--- src/rtl/olist_pkg.sv ---
`default_nettype none
// ----------------------------------------------------------------------------
// olist_pkg
// Shared sizes, codes and types of the ordered list engine.
// ----------------------------------------------------------------------------
package olist_pkg;

	localparam int CAP    = 16;
	localparam int IDX_W  = (CAP > 1) ? $clog2(CAP) : 1;
	localparam int LEN_W  = $clog2(CAP + 1);
	localparam int DATA_W = 32;
	localparam int ACT_W  = 4;
	localparam int POS_W  = 8;
	localparam int STAT_W = 2;
	localparam int CNT_W  = 9;
	localparam int CMP_W  = (LEN_W > POS_W) ? LEN_W : POS_W;

	typedef logic [CMP_W-1:0] cmp_t;

	localparam logic [ACT_W-1:0] ACT_INS_HEAD = 4'd0;
	localparam logic [ACT_W-1:0] ACT_INS_TAIL = 4'd1;
	localparam logic [ACT_W-1:0] ACT_INS_AT   = 4'd2;
	localparam logic [ACT_W-1:0] ACT_DEL_HEAD = 4'd3;
	localparam logic [ACT_W-1:0] ACT_DEL_AT   = 4'd4;
	localparam logic [ACT_W-1:0] ACT_DEL_TAIL = 4'd5;
	localparam logic [ACT_W-1:0] ACT_SEARCH   = 4'd6;
	localparam logic [ACT_W-1:0] ACT_SORT     = 4'd7;
	localparam logic [ACT_W-1:0] ACT_READ     = 4'd8;

	localparam logic [STAT_W-1:0] ST_OK    = 2'd0;
	localparam logic [STAT_W-1:0] ST_EMPTY = 2'd1;
	localparam logic [STAT_W-1:0] ST_RANGE = 2'd2;
	localparam logic [STAT_W-1:0] ST_FULL  = 2'd3;

	typedef enum logic [1:0] {
		C_HOLD,
		C_INS,
		C_DEL,
		C_SORT
	} cell_op_t;

	// Broadcast to every cell of the row in each cycle.
	typedef struct packed {
		cell_op_t                  op;
		logic                      phase;
		cmp_t                      pos;
		logic [LEN_W-1:0]          len;
		logic signed [DATA_W-1:0]  value;
	} cell_cmd_t;

endpackage : olist_pkg
`default_nettype wire

--- src/rtl/olist_if.sv ---
`default_nettype none
// ----------------------------------------------------------------------------
// olist_req_if / olist_rsp_if
// Valid/ready channels for operation requests and their results.
// ----------------------------------------------------------------------------
interface olist_req_if
	import olist_pkg::*;
	();
	logic                      valid;
	logic                      ready;
	logic [ACT_W-1:0]          action;
	logic signed [DATA_W-1:0]  value;
	logic [POS_W-1:0]          position;

	modport source (output valid, action, value, position, input ready);
	modport sink   (input valid, action, value, position, output ready);
endinterface : olist_req_if

interface olist_rsp_if
	import olist_pkg::*;
	();
	logic                      valid;
	logic                      ready;
	logic [STAT_W-1:0]         status;
	logic                      found;
	logic signed [DATA_W-1:0]  value_out;
	logic [CNT_W-1:0]          count;

	modport source (output valid, status, found, value_out, count, input ready);
	modport sink   (input valid, status, found, value_out, count, output ready);
endinterface : olist_rsp_if
`default_nettype wire

--- src/rtl/olist_cell.sv ---
`default_nettype none
// ----------------------------------------------------------------------------
// olist_cell
// One list slot: holds an entry, shifts with its neighbors and takes part
// in odd-even compare-exchange passes.
// ----------------------------------------------------------------------------
module olist_cell
	import olist_pkg::*;
(
	input  wire logic                      clk,
	input  wire logic [IDX_W-1:0]          idx,
	input  wire cell_cmd_t                 cmd,
	input  wire logic signed [DATA_W-1:0]  left_data,
	input  wire logic signed [DATA_W-1:0]  right_data,
	output logic signed [DATA_W-1:0]       data,
	output logic                           hit
);

	logic signed [DATA_W-1:0] data_q;
	logic signed [DATA_W-1:0] data_d;
	cmp_t idx_c;
	cmp_t len_c;
	logic live;
	logic pair_right;
	logic pair_left;

	assign idx_c = cmp_t'(idx);
	assign len_c = cmp_t'(cmd.len);
	assign live  = idx_c < len_c;

	// A pair (i, i+1) is exchanged when i has the parity of the pass.
	assign pair_right = (idx[0] == cmd.phase) && ((idx_c + cmp_t'(1)) < len_c);
	assign pair_left  = (idx[0] != cmd.phase) && (idx_c != '0) && live;

	always_comb begin
		data_d = data_q;
		case (cmd.op)
			C_INS: begin
				if (idx_c == cmd.pos) begin
					data_d = cmd.value;
				end else if (idx_c > cmd.pos) begin
					data_d = left_data;
				end
			end
			C_DEL: begin
				if (idx_c >= cmd.pos) begin
					data_d = right_data;
				end
			end
			C_SORT: begin
				if (pair_right && (data_q > right_data)) begin
					data_d = right_data;
				end else if (pair_left && (left_data > data_q)) begin
					data_d = left_data;
				end
			end
			default: data_d = data_q;
		endcase
	end

	always_ff @(posedge clk) begin
		data_q <= data_d;
	end

	assign data = data_q;
	assign hit  = live && (data_q == cmd.value);

endmodule : olist_cell
`default_nettype wire

--- src/rtl/ordered_list_engine_top.sv ---
`default_nettype none
// ----------------------------------------------------------------------------
// ordered_list_engine_top
// Bounded ordered list of signed 32-bit entries held in a row of cells.
// ----------------------------------------------------------------------------
//  Channel  Dir  Beat contents
//  req      in   action, value, position
//  rsp      out  status, found, value_out, count
//
// Every action but sort is done in the cycle its beat is taken; its result
// beat is offered from the next cycle on. Sort runs CAP odd-even
// transposition passes, one per cycle.
// One request is in flight at a time; a new beat is taken while the last
// result still waits, as long as that result is taken in the same cycle.
// Reset clears the length; the entry registers are not reset.
// ----------------------------------------------------------------------------
module ordered_list_engine_top
	import olist_pkg::*;
(
	input  wire logic   clk,
	input  wire logic   arst_n,
	olist_req_if.sink   req,
	olist_rsp_if.source rsp
);

	typedef enum logic [1:0] {
		S_IDLE,
		S_SORT,
		S_DONE
	} state_t;

	state_t                    state_q;
	logic [IDX_W-1:0]          pass_q;
	logic [LEN_W-1:0]          len_q;
	logic                      rsp_valid_q;
	logic [STAT_W-1:0]         status_q;
	logic                      found_q;
	logic signed [DATA_W-1:0]  value_out_q;
	logic [CNT_W-1:0]          count_q;

	cell_cmd_t                 cmd;
	logic signed [DATA_W-1:0]  cell_data [CAP];
	logic [CAP-1:0]            cell_hit;

	logic                      slot_free;
	logic                      accept;
	logic                      full;
	logic                      empty;
	cmp_t                      pos_c;
	cmp_t                      len_c;
	logic [STAT_W-1:0]         status_d;
	logic                      found_d;
	logic signed [DATA_W-1:0]  value_out_d;
	logic [LEN_W-1:0]          len_d;
	cell_op_t                  op_d;
	cmp_t                      op_pos_d;

	assign slot_free = !rsp_valid_q || rsp.ready;
	assign req.ready = (state_q == S_IDLE) && slot_free;
	assign accept    = req.valid && req.ready;

	assign full  = len_q == LEN_W'(CAP);
	assign empty = len_q == '0;
	assign pos_c = cmp_t'(req.position);
	assign len_c = cmp_t'(len_q);

	always_comb begin
		status_d    = ST_OK;
		found_d     = 1'b0;
		value_out_d = '0;
		len_d       = len_q;
		op_d        = C_HOLD;
		op_pos_d    = '0;
		unique case (req.action)
			ACT_INS_HEAD, ACT_INS_TAIL, ACT_INS_AT: begin
				if (req.action == ACT_INS_HEAD) begin
					op_pos_d = '0;
				end else if (req.action == ACT_INS_TAIL) begin
					op_pos_d = len_c;
				end else begin
					op_pos_d = pos_c;
				end
				if (full) begin
					status_d = ST_FULL;
				end else if (op_pos_d > len_c) begin
					status_d = ST_RANGE;
				end else begin
					op_d  = C_INS;
					len_d = len_q + LEN_W'(1);
				end
			end
			ACT_DEL_HEAD, ACT_DEL_AT, ACT_DEL_TAIL: begin
				if (req.action == ACT_DEL_HEAD) begin
					op_pos_d = '0;
				end else if (req.action == ACT_DEL_TAIL) begin
					op_pos_d = len_c - cmp_t'(1);
				end else begin
					op_pos_d = pos_c;
				end
				if (empty) begin
					status_d = ST_EMPTY;
				end else if (op_pos_d >= len_c) begin
					status_d = ST_RANGE;
				end else begin
					op_d  = C_DEL;
					len_d = len_q - LEN_W'(1);
				end
			end
			ACT_SEARCH: begin
				found_d = |cell_hit;
			end
			ACT_READ: begin
				if (empty) begin
					status_d = ST_EMPTY;
				end else if (pos_c >= len_c) begin
					status_d = ST_RANGE;
				end else begin
					value_out_d = cell_data[pos_c[IDX_W-1:0]];
				end
			end
			default: begin
				status_d = ST_OK;
			end
		endcase
	end

	// The row sees the decoded request while idle and the pass phase while sorting.
	always_comb begin
		cmd.value = req.value;
		cmd.len   = len_q;
		cmd.phase = pass_q[0];
		cmd.pos   = op_pos_d;
		cmd.op    = C_HOLD;
		if (state_q == S_SORT) begin
			cmd.op = C_SORT;
		end else if (accept) begin
			cmd.op = op_d;
		end
	end

	for (genvar i = 0; i < CAP; i++) begin : g_cell
		logic signed [DATA_W-1:0] left_w;
		logic signed [DATA_W-1:0] right_w;

		if (i == 0) begin : g_first
			assign left_w = '0;
		end else begin : g_mid_l
			assign left_w = cell_data[i-1];
		end
		if (i == CAP - 1) begin : g_last
			assign right_w = '0;
		end else begin : g_mid_r
			assign right_w = cell_data[i+1];
		end

		olist_cell u_cell (
			.clk        (clk),
			.idx        (IDX_W'(i)),
			.cmd        (cmd),
			.left_data  (left_w),
			.right_data (right_w),
			.data       (cell_data[i]),
			.hit        (cell_hit[i])
		);
	end

	always_ff @(posedge clk or negedge arst_n) begin
		if (!arst_n) begin
			state_q     <= S_IDLE;
			pass_q      <= '0;
			len_q       <= '0;
			rsp_valid_q <= 1'b0;
		end else begin
			if (rsp_valid_q && rsp.ready) begin
				rsp_valid_q <= 1'b0;
			end
			unique case (state_q)
				S_IDLE: begin
					if (accept) begin
						len_q <= len_d;
						if (req.action == ACT_SORT) begin
							state_q <= S_SORT;
							pass_q  <= '0;
						end else begin
							rsp_valid_q <= 1'b1;
							status_q    <= status_d;
							found_q     <= found_d;
							value_out_q <= value_out_d;
							count_q     <= CNT_W'(len_d);
						end
					end
				end
				S_SORT: begin
					pass_q <= pass_q + IDX_W'(1);
					if (pass_q == IDX_W'(CAP - 1)) begin
						state_q <= S_DONE;
					end
				end
				S_DONE: begin
					if (slot_free) begin
						state_q     <= S_IDLE;
						rsp_valid_q <= 1'b1;
						status_q    <= ST_OK;
						found_q     <= 1'b0;
						value_out_q <= '0;
						count_q     <= CNT_W'(len_q);
					end
				end
				default: state_q <= S_IDLE;
			endcase
		end
	end

	assign rsp.valid     = rsp_valid_q;
	assign rsp.status    = status_q;
	assign rsp.found     = found_q;
	assign rsp.value_out = value_out_q;
	assign rsp.count     = count_q;

endmodule : ordered_list_engine_top
`default_nettype wire
--- src/flat_wrapper.sv ---
// flat-port wrapper written by rule: the top's interface ports become plain ports
module ordered_list_engine_top_flat import olist_pkg::*;
  (clk, arst_n, req_valid, req_action, req_value, req_position, req_ready, rsp_valid, rsp_status, rsp_found, rsp_value_out, rsp_count, rsp_ready);
  olist_req_if req_i ();
  olist_rsp_if rsp_i ();
  input  wire logic clk;
  input  wire logic arst_n;
  input wire logic [$bits(req_i.valid)-1:0] req_valid;
  input wire logic [$bits(req_i.action)-1:0] req_action;
  input wire logic [$bits(req_i.value)-1:0] req_value;
  input wire logic [$bits(req_i.position)-1:0] req_position;
  output wire logic [$bits(req_i.ready)-1:0] req_ready;
  output wire logic [$bits(rsp_i.valid)-1:0] rsp_valid;
  output wire logic [$bits(rsp_i.status)-1:0] rsp_status;
  output wire logic [$bits(rsp_i.found)-1:0] rsp_found;
  output wire logic [$bits(rsp_i.value_out)-1:0] rsp_value_out;
  output wire logic [$bits(rsp_i.count)-1:0] rsp_count;
  input wire logic [$bits(rsp_i.ready)-1:0] rsp_ready;
  assign req_i.valid = req_valid;
  assign req_i.action = req_action;
  assign req_i.value = req_value;
  assign req_i.position = req_position;
  assign req_ready = req_i.ready;
  assign rsp_valid = rsp_i.valid;
  assign rsp_status = rsp_i.status;
  assign rsp_found = rsp_i.found;
  assign rsp_value_out = rsp_i.value_out;
  assign rsp_count = rsp_i.count;
  assign rsp_i.ready = rsp_ready;
  ordered_list_engine_top u_core (.clk(clk), .arst_n(arst_n), .req(req_i), .rsp(rsp_i));
endmodule
--- config.mk ---
export PLATFORM = sky130hd
export DESIGN_NAME = ordered_list_engine_top_flat
export DESIGN_NICKNAME = d
export VERILOG_FILES = /design/src/rtl/olist_pkg.sv /design/src/rtl/olist_if.sv /design/src/rtl/olist_cell.sv /design/src/rtl/ordered_list_engine_top.sv /design/src/flat_wrapper.sv
export SDC_FILE = /design/constraint.sdc
export NUM_CORES = 2
export LEC_CHECK = 0
export BUFFER_PORTS_ARGS = -buffer_cell sky130_fd_sc_hd__buf_2
export CAP_MARGIN = 15
export CORE_ASPECT_RATIO = 1.25
export CORE_UTILIZATION = 30
export DETAILED_ROUTE_END_ITERATION = 12
export PLACE_DENSITY_LB_ADDON = 0.08
export SYNTH_ARGS = -nofsm -noshare
export SYNTH_HDL_FRONTEND = slang
export SYNTH_HIERARCHICAL = 1
export SYNTH_SLANG_ARGS = --single-unit
--- constraint.sdc ---
create_clock -name clk -period 9.65 [get_ports clk]
set_clock_uncertainty 0.2 [all_clocks]
set_input_delay 1.4475 -clock clk [delete_from_list [all_inputs] [get_ports clk]]
set_output_delay 1.4475 -clock clk [all_outputs]
set_load 0.02 [all_outputs]
Word level (Yosys, flattened, before mapping)
Cells that the tools add are included.
- register bits after elaboration: 568
- reduce and logical (&&, ||, !) cells: 83
- add/sub/neg operators: 4
- muxes and demuxes: 156
- equality and inequality tests: 99
- magnitude comparators: 69
- bitwise operators: 2
- operators by type and width (cell ; count):
    two-way mux 32 bit ; 87
    one-hot mux 32 bit (3 select lines) ; 16
    == test 32 bit ; 16
    greater-than comparator 32 bit ; 15
    binary-select mux 32 bit (select 4 bit) ; 1
    inequality test 3 bit (second input constant) ; 31
    AND reduction 4 bit ; 17
    == test 4 x 8 -> 1 bit (first input constant) ; 8
    greater-or-equal comparator 4 x 8 -> 1 bit (first input constant) ; 8
    greater-than comparator 4 x 8 -> 1 bit (first input constant) ; 8
    one-hot mux 32 bit (2 select lines) ; 1
    logical AND 1 bit ; 51
    two-way mux 8 bit ; 6
    less-than comparator 4 x 5 -> 1 bit (first input constant) ; 8
    inequality test 2 bit (second input constant) ; 20
    two-way mux 2 bit ; 17
    == test 3 x 8 -> 1 bit (first input constant) ; 4
    greater-or-equal comparator 3 x 8 -> 1 bit (first input constant) ; 4
    greater-than comparator 3 x 8 -> 1 bit (first input constant) ; 4
    greater-than comparator 32 x 1 -> 1 bit (second input constant) ; 1
    two-way mux 9 bit ; 3
    less-than comparator 3 x 5 -> 1 bit (first input constant) ; 4
    two-way mux 5 bit ; 4
    one-hot mux 9 bit (2 select lines) ; 1
    47 further kinds ; 78

Depth between registers and ports, before layout
- depth in word-level cells: 13
- depth in mapped cells: 20
- depth with buffers taken out: 17

Modules after synthesis
The synthesis kept the hierarchy.
- modules (own cells, without submodules) (module ; times used ; cells each ; area each (um^2)):
    olist_cell at u_core.g_cell[10].u_cell ... ; 14 ; 505 ; 4440.5
    ordered_list_engine_top ; 1 ; 537 ; 7185.6
    olist_cell at u_core.g_cell[0].u_cell ; 1 ; 507 ; 4455.5
    olist_cell at u_core.g_cell[1].u_cell ; 1 ; 505 ; 4421.7

Worst setup path after synthesis
No wires, ideal clock.
- kind: input to register
- start point: input req_position[3]
- end point: register u_core.g_cell[10].u_cell.data_q[0] (enable)
- path slack: 2435 ps
- cell stages on the path: 13
- arrival time: 6583 ps
- library setup time: 432 ps
- cells stage by stage: buf_2 > buf_1 > nand2_1 > nand2_1 > ha_1 > a211oi_1 > a211oi_1 > nor3b_2 > nand2_1 > nand2_1 > a211o_1 > o21ai_0 > a21oi_1
- RTL lines (item ; line ; RTL):
    start, declared ; flat_wrapper.sv:11 ; input wire logic [$bits(req_i.position)-1:0] req_position;
    end signal, assigned ; olist_cell.sv:62 ; data_q <= data_d;
    end, declared ; olist_cell.sv:19 ; logic signed [DATA_W-1:0] data_q;

==> results by group <==
Yosys
  • EDFF count, synth: 552
  • Mapped cell area: 78,230 µm²
  • Async SR Flop Fraction: 2.128%
  • Post-synth top cells: 1,252 x inv_1, 1,251 x ha_1, 878 x a21oi_1
  • Ys Warns: 6
  • Cell variety after synth: 96
  • Most frequent cell after synthesis: inv_1
  • Register area share after synthesis: about 22%
  • Synth top area cells: edfxtp_1 21%, ha_1 20%, mux2i_1 6.2%
  • Synthesized flop and latch total: between 500 and 600
  • Avg Cell Area, Syn: 9.076 µm²
  • Main synth FF type: edfxtp_1
  • Cell taking the most area after synthesis: edfxtp_1
  • Syn Inst Count: 8,619
  • Top cell type's share of synthesized area: 21.19%

Global routing
  • Vias in the first global route: 68,590
  • Antenna violations before repair: 37
  • Pin count of the biggest net entering global routing: 111
  • Total GRT Usage: 30.03%
  • Global-route wire length before repair: 555.5 mm
  • Total gr overflow: 0

STA
  • Min setup slack post-route: 2.836 ns
  • Final hold vios: 0
  • Final period util: 70.61%
  • Fmax: ~150 MHz
  • Worst hold margin: 0.3375 ns
  • RSZ-0062 raised after global routing: false
  • Minimum clock period: 6.814 ns
  • Final Setup Violations: 0
  • Max Slew Vio Count: 0
  • Setup TNS: 0 ns
  • Slew HR: 3.635%
  • Worst slew pin tran: 1.425 ns

Critical path
  • Critical Path Max Stage Delay: 0.88 ns
  • Worst EP arrival: ~7 ns
  • Reg-to-Reg Start: u_core/len_q[0]$_DFFE_PN0P_
  • Startpoint types: register
  • Worst setup EP type: register
  • Crit path top cell by count: buf_4
  • CP max FO: 100
  • Critical path class: register to register
  • Worst Path Required: 9.89 ns
  • CP cell instances: buf_4 -> inv_1 -> ha_1 -> nor3b_1 -> xnor2_1 -> mux2i_1 -> nor2_1 -> ha_1 -> o21ai_0 -> or3_1 -> and3_1 -> nand2_1 -> nand2_4 -> buf_12 -> buf_4 -> and2_1 -> a21oi_4 -> buf_4
  • Slowest-stage cell, CP: buf_4
  • Worst Setup SP: u_core/len_q[0]$_DFFE_PN0P_

Floorplan
  • Chip width: between 400 and 500 µm
  • Die Y: 572.9 µm
  • Core ar.: 259,400 µm²
  • Full die area: 262,800 µm²
  • FP Rows: approximately 210
  • I/O pin count: 94
  • Initial Util: between 30 and 40%

Run
  • Max-cap violations: 0

Finish
  • Seq. cell area: 16,880 µm²
  • Fraction of layout cells with a size suffix above 1: 8.845%
  • Non-Filler Instances: 12,790
  • Area occupied by multi-input gates: 56,910 µm²
  • Layout area overhead: 12.77%
  • Fill cells: 26,900
  • Fin nets: 10,540

Clock network
  • CTS H-tree lvls: 3
  • Clock sinks: 564
  • Postcts setup bufs: 0
  • Longest Clk Path Bufs: 3
  • CTS clk-pin slew, worst paths: ~0.06 ns
  • Post-CTS Resized: 0
  • Cts bufs inserted: between 80 and 90
  • Worst skew pair latency: 0.76 ns
  • CTS root buf: clkbuf_16
  • TritonCTS clock tree: yes
  • Post-CTS Hold Buffers: 0

Drt
  • WL met2: around 190 mm
  • Total Wirelength: 407.5 mm
  • M1 WL: 164.5 mm
  • WL met3: around 25 mm
  • Vias: approximately 72,000
  • Routed Antenna Nets: 0
  • Top routing layer used: met5
  • DRC: 0
  • 1st-iter DRT viols: approximately 6,400
  • Vias per cell: 5.653
  • Number of iterations in the first detailed-routing pass: 5
  • WL/cell: 31.85 µm

Run status
  • Status: finished clean

Place
  • Place WS: roughly 2.4 ns
  • Placed Cells: 12,630
  • I/O Buffers: 89
  • Hpwl dp: 296.6 mm
  • Placer Congestion: 0.9299

Power and ir drop
  • Worst IR drop on VDD: approximately 230 µV
  • Overall Power: 36.09 mW
  • Lkg Pwr: around 40 nW
  • Power Dens Cells: 409.1 nW/µm²

Worst hold path
  • Hold Crit Start: u_core/pass_q[2]$_DFFE_PN0P_
  • HP Class: register to register
## critical path, delay by kind of cell, from the launching register on
kind	cells	cell delay [ns]
buffers and inverters	5	2.58
and+or+nand+nor	7	1.86
adders and majority gates	2	0.66
xor gates and xnor gates	1	0.36
DFF	1	0.34
muxes	1	0.14
AOI/OAI and AO/OA	2	0.13
## cells in the final DEF, fill, tap and decap left out, types with 22 or more instances in the layout
| master | count |
|---|---|
| o21ai_0 | 151 |
| edfxtp_1 | 552 |
| o21a_1 | 47 |
| nand2b_1 | 24 |
| nor2b_1 | 532 |
| and3_1 | 51 |
| a211oi_1 | 517 |
| buf_4 | 264 |
| nor3_1 | 31 |
| ha_1 | 1251 |
| a21boi_0 | 73 |
| a211o_1 | 30 |
| o211ai_1 | 33 |
| and2_1 | 76 |
| inv_1 | 1252 |
| clkbuf_16 | 87 |
| mux4_2 | 160 |
| buf_2 | 88 |
| nand2_1 | 158 |
| o31ai_1 | 30 |
| nand3_1 | 97 |
| nor4_1 | 81 |
| mux2i_1 | 483 |
| conb_1 | 499 |
| a21oi_1 | 861 |
| nor2_1 | 184 |
| a21o_1 | 184 |
| clkinv_1 | 22 |
| xnor2_1 | 485 |
| a221oi_1 | 35 |
| xor2_1 | 84 |
| a2111oi_0 | 27 |
| nand4_1 | 367 |
## power by group
group	total [mW]	leakage, nW	switching [mW]	internal [mW]
combinational	23.0	33.5	13.2	9.82
clock	3.11	1.24	1.38	1.73
sequential	10.0	5.29	5.13	4.88
## worst paths after layout
check | endpoint | slack [ns] | cells after the start
worst max-delay path | u_core/g_cell[9].u_cell/data[23]$_DFFE_PP_ | 2.84 | 18
worst min-delay path | u_core/pass_q[2]$_DFFE_PN0P_ | 0.34 | 1
worst max register to register | u_core/g_cell[9].u_cell/data[23]$_DFFE_PP_ | 2.84 | 18
worst min register to register | u_core/pass_q[2]$_DFFE_PN0P_ | 0.34 | 1
max in group asynchronous | u_core/len_q[0]$_DFFE_PN0P_ | 8.58 | 1
min in group asynchronous | u_core/pass_q[3]$_DFFE_PN0P_ | 0.38 | 1
## state kept, by name (all words and copies together) (netlist names)
| register | cells |
|---|---|
| u_core/g_cell.u_cell/data | 512 |
| u_core/pass_q | 4 |
| u_core/rsp.status | 2 |
| u_core/rsp.count | 5 |
| u_core/len_q | 5 |
| u_core/rsp.valid | 1 |
| u_core/state_q | 2 |
| u_core/rsp.found | 1 |
| u_core/rsp.value_out | 32 |
## per-layer routing
metal | vias up | track usage (%)
li1 | 32660 | -
met1 | 35970 | 36.98
met2 | 2875 | 49.86
met3 | 814 | 3.616
met4 | 4 | 18.15
met5 | - | 0
## cells by family after synthesis
| logic type | after synthesis | share of synthesized area (%) |
|---|---|---|
| muxes | 644 | 10.81 |
| adders and majority gates | 1252 | 20.02 |
| other | 2 | 0.009600 |
| buffers and inverters | 1583 | 8.515 |
| xor gates and xnor gates | 569 | 6.370 |
| DFF | 564 | 21.57 |
| AOI/OAI and AO/OA | 2185 | 18.83 |
| and+or+nand+nor | 1820 | 13.88 |
## area by class of cell
type,instances,share of cell area [%]
diodes,8,0.02269
clock buffers,108,2.568
clock inverters,41,0.3390
inverters,1253,5.331
multi-input cells,6969,64.51
flip-flops and latches,564,19.14
well taps,3481,4.937
repair buffers,370,3.156
## metrics by stage
| stage | utilization (%) | cell area (µm²) |
|---|---|---|
| 2_1_floorplan | - | 80100 |
| 3_3_place_gp | 32.97 | 85520 |
| 3_5_place_dp | 32.97 | 85520 |
| 4_1_cts | 33.96 | 88090 |
| 5_1_grt | 34.01 | 88210 |
| 6_report | 34.01 | 88220 |
Note: power is estimated with default switching activity, not from simulation.
